==> config.mk <==
export PLATFORM = sky130hd
export DESIGN_NAME = cfbs_ram
export DESIGN_NICKNAME = d
export VERILOG_FILES = /design/src/rtl/cfbs_ram.sv
export SDC_FILE = /design/constraint.sdc
export NUM_CORES = 1
export LEC_CHECK = 0
export BUFFER_PORTS_ARGS = -buffer_cell sky130_fd_sc_hd__buf_2
export CAP_MARGIN = 25
export CORE_MARGIN = 4
export CORE_UTILIZATION = 25
export CTS_CLUSTER_DIAMETER = 30
export DETAILED_ROUTE_END_ITERATION = 16
export GPL_TIMING_DRIVEN = 0
export HOLD_SLACK_MARGIN = 0.08
export PLACE_DENSITY = 0.39
export SYNTH_ARGS = -nofsm -noshare
export SYNTH_HDL_FRONTEND = slang
export SYNTH_SLANG_ARGS = --single-unit
==> constraint.sdc <==
create_clock -name clock -period 1.85 [get_ports clock]
set_input_delay 0 -clock clock [delete_from_list [all_inputs] [get_ports clock]]
set_output_delay 0 -clock clock [all_outputs]
set_load 0.03 [all_outputs]
==> src/rtl/cfbs_ram.sv <==
// cfbs_ram: generic simple dual port ram, one write port and one registered read port.
// No dependencies.
`timescale 1ns / 1ps

module cfbs_ram #(
   parameter int WIDTH = 8,
   parameter int DEPTH = 16,
   localparam int ADDR_W = (DEPTH > 1) ? $clog2(DEPTH) : 1
) (
   input  logic              clock,
   input  logic              wr_en,
   input  logic [ADDR_W-1:0] wr_addr,
   input  logic [WIDTH-1:0]  wr_data,
   input  logic              rd_en,
   input  logic [ADDR_W-1:0] rd_addr,
   output logic [WIDTH-1:0]  rd_data
);

   logic [WIDTH-1:0] mem [DEPTH];
   logic [WIDTH-1:0] rd_data_ff;

   always_ff @(posedge clock) begin
      if (wr_en) begin
         mem[wr_addr] <= wr_data;
      end
      if (rd_en) begin
         rd_data_ff <= mem[rd_addr];
      end
   end

   assign rd_data = rd_data_ff;

endmodule

### Yosys cells after proc, flatten, opt, wreduce, memory -nomap -nowiden

Memory sizes are Yosys's and may differ from the RTL's. A register that Yosys moved wholly into a read port is not among the register bits.
Index checks and enable logic that the tools add are counted.

* flip-flop bits (word level): 0
* latch bits: 0
* RAM bits: 128
* memory bits (read-only): 0
* input port bits: 19
* output and inout port bits: 8
* word-level logic and storage cells: 3
* memories kept: 1

Memory list
* mem: depth 16, bits a word 8, rd ports 1, clocked after Yosys merged registers in 1, write ports 1, line 19 `logic [WIDTH-1:0] mem [DEPTH];`

* $add $sub $neg: 0
* $mul: 0
* divide/modulo/power cells: 0
* order comparisons: 0
* equality and inequality tests: 0
* shifts and indexed selects: 0
* multiplexer cells: 2
* bitwise operators: 0
* reduce and logical (&&, ||, !) cells: 0

Operators by type and width (count)
* 1-bit two-way mux: 2

### Logic depth before layout (Yosys ltp)

* depth in word-level cells: 2
* depth in mapped cells: 5
* depth with buffers taken out: 3

### Least setup slack after synthesis

No wires, ideal clock.

* kind: input -> register
* start point: input port wr_addr[2]
* end point: memory mem[0][0] (enable)
* setup time: 0.383 ns
* data arrival time: 1.110 ns
* data required time: 1.467 ns
* path slack: 0.357 ns
* stages on the path: 2
* path through: or3b_2 > nor3_1

RTL lines
* from (decl): line 12 `input logic [ADDR_W-1:0] wr_addr,`
* to (decl): line 19

Straight into the memory's write port.

==> impl_metrics.toml <==
[timing]
slew_violations = 0
post-route-period-util_pct = 88.7
report.final.setup_viol = 0
fin_ws_ns = 0.209
tightest_slew_ns = 0.886
timing.fmax_mhz = 609
skew_ns = 0.00645
finalHoldViolCount = 0
rsz0062_at_grt = "no"
post-route-min-period_ns = 1.64
timing.slew.headroom_pct = 40.5

[worst_setup_path]
endpoint_kind = "register"
slowest_stage = "mux4_1"
start_kind = "register"
path_class = "register to register"
cp.required_ns = 2.00
max_stage_delay_ns = 0.53
worstPathBufferInverterCount = 0
path_max_fanout = 1
cp_cell_sequence = "mux4_1 > a22oi_1 > nand2_1"
cp.arrival_ns = 1.79
critical_path.top_delay_family = "multiplexers"

[run_status]
status = "complete, no violations"

[clocking]
cts_resized = 0
clock_latency_ns = 0.41
htreeDepth = 4
cts_made_buffers = 17
clockBufferDepth = 2
cts_root_buf = "clkbuf_16"
cts_tree = "done"
path_clk_slew_ns = 0.06
clock-sinks = 136

[finish]
syn2layout_area_growth_pct = 21.4
nNetsFinal = 303
final_common_cell = "edfxtp_1"
diodes = 0
drive_gt1_share_pct = 28.7
final_cell_mix = "edfxtp_1 (136), buf_2 (28), mux4_2 (18)"

[global_routing]
grt_first_pass_wirelength_um = 16900
grt_use_total_pct = 10.4
met3_usage_pct = 3.55
grt_busiest_layer = "met2"
grt_pass1_vias = 2544
antenna_found_initial = 0
use_met2_pct = 15.9
grt_max_degree = 17
grt_util_met1_pct = 13.7
globalRouteOverflowTotal = 0

[placed_design]
io_buffers = 25
pre_cts_ws_ns = 0.0341
finalWeightedCongestion = 0.724
dpl.hpwl_um = 7600

[routing]
wire_per_inst_um = 20.4
drt_wl_total_um = 11500
antenna_left = 0
via_count = 2425
routed_via_density = 4.28
drt-pass1-iter-count = 4
drt-initial-drc-count = 119
drcViolationCount = 0

[synthesis]
syn_nets = 248
ys_warn_count = 0
synth.distinct_cells = 18
synthesis.area_um2 = 5230
synth-edff-count = 136
synth_ff_type = "edfxtp_1"
ys_seq_area_share_pct = 78.1
synthCells = 229
ys_async_sr_fraction_pct = 0
synth.top_cell.area_share_pct = 78.1
synth_area_per_cell_um2 = 22.8
synth-seq-cells = 136
synth_area_leaders = "edfxtp_1 (78%), mux4_2 (7.8%), mux4_1 (7.0%)"
yosysTopAreaCell = "edfxtp_1"

[power]
p_leak_nw = 2.08
ir_drop_mv = 0.585
power.total_mw = 6.99
power_density_nw_per_um2 = 1100

[run]
cap_violations = 0

[die]
die_area_um2 = 23300
core_area_um2 = 20400
placementRows = 52
start_util_pct = 25.6
die_w_um = 153
die_h_um = 153
ios = 27

[worst_hold_path]
hp-class = "input pin to register"
==> synthesized netlist by cell type, types with 2 or more instances <==
cell / instances
mux4_1: 14
mux4_2: 18
nand2_1: 9
clkdlybuf4s25_2: 3
nor3_1: 4
a22oi_1: 16
edfxtp_1: 136
nand3b_1: 2
nand2b_1: 2
buf_6: 3
nor2_1: 13
buf_2: 3
==> layer usage <==
| metal | share of wire [%] | vias to the layer above | wire (um) |
|---|---|---|---|
| met5 | 0 | - | 0 |
| met4 | 1.4 | 0 | 157 |
| met3 | 5.0 | 12 | 577 |
| met2 | 48 | 49 | 5540 |
| met1 | 46 | 1273 | 5250 |
| li1 | - | 1091 | - |
==> flip-flops by register name (all words and copies together), names as in the netlist <==
| name | count |
|---|---|
| rd_data | 8 |
| mem | 128 |
==> path summary, 6_finish.rpt <==
path,startpoint,to,slack [ns],cells after the start
max,mem[2][2],rd_data[2],0.21,3
min reg2reg,mem[14][2],rd_data[2],0.77,3
min,wr_addr[0],mem[4][0],0.10,2
max reg2reg,mem[2][2],rd_data[2],0.21,3
==> power by group <==
group          switching, mW  internal (mW)  leakage (nW)
logic                  0.237          0.147         0.568
clock network           1.17           1.94         0.271
registers             0.0128           3.47          1.24
total                   1.42           5.56          2.08
==> cell families (layout without fill, tap and decap cells) <==
logic type,Yosys count,in the layout,synth area share [%]
and+or+nand+nor,35,35,3.14
DFF,136,136,78.1
muxes,32,32,14.8
AOI/OAI and AO/OA,16,16,2.30
buffers and inverters,10,77,1.65
==> what timing repair did <==
item / 4_1_cts / 5_1_grt
hold endpoints to repair: 136 / 0
hold buffers: 9 / 0
setup buffers: 0 / 0
==> stage by stage <==
stage | hold WS [ns] | std cells | TNS [ns] | instance area [um2] | utilization, %
finish | 0.104 | 566 | 0 | 6350 | 31.1
global route | 0.115 | 566 | 0 | 6350 | 31.1
CTS | 0.0865 | 566 | 0 | 6350 | 31.1
detailed placement | 0.345 | 526 | 0 | 5720 | 28.0
global placement | 0.344 | 524 | -3.34 | 5690 | 27.9
floorplan | 0.0989 | 229 | 0 | 5230 | -
==> final cells by class <==
class | instances | area [um2]
Clock inverter | 12 | 110
Clock buffer | 19 | 433
Timing Repair Buffer | 36 | 230
Multi-Input combinational cell | 83 | 1070
Buffer | 10 | 86.3
Sequential cell | 136 | 4080
Tap cell | 270 | 338
Fill cell | 2006 | 14100
(Power assumes the default switching activity.)
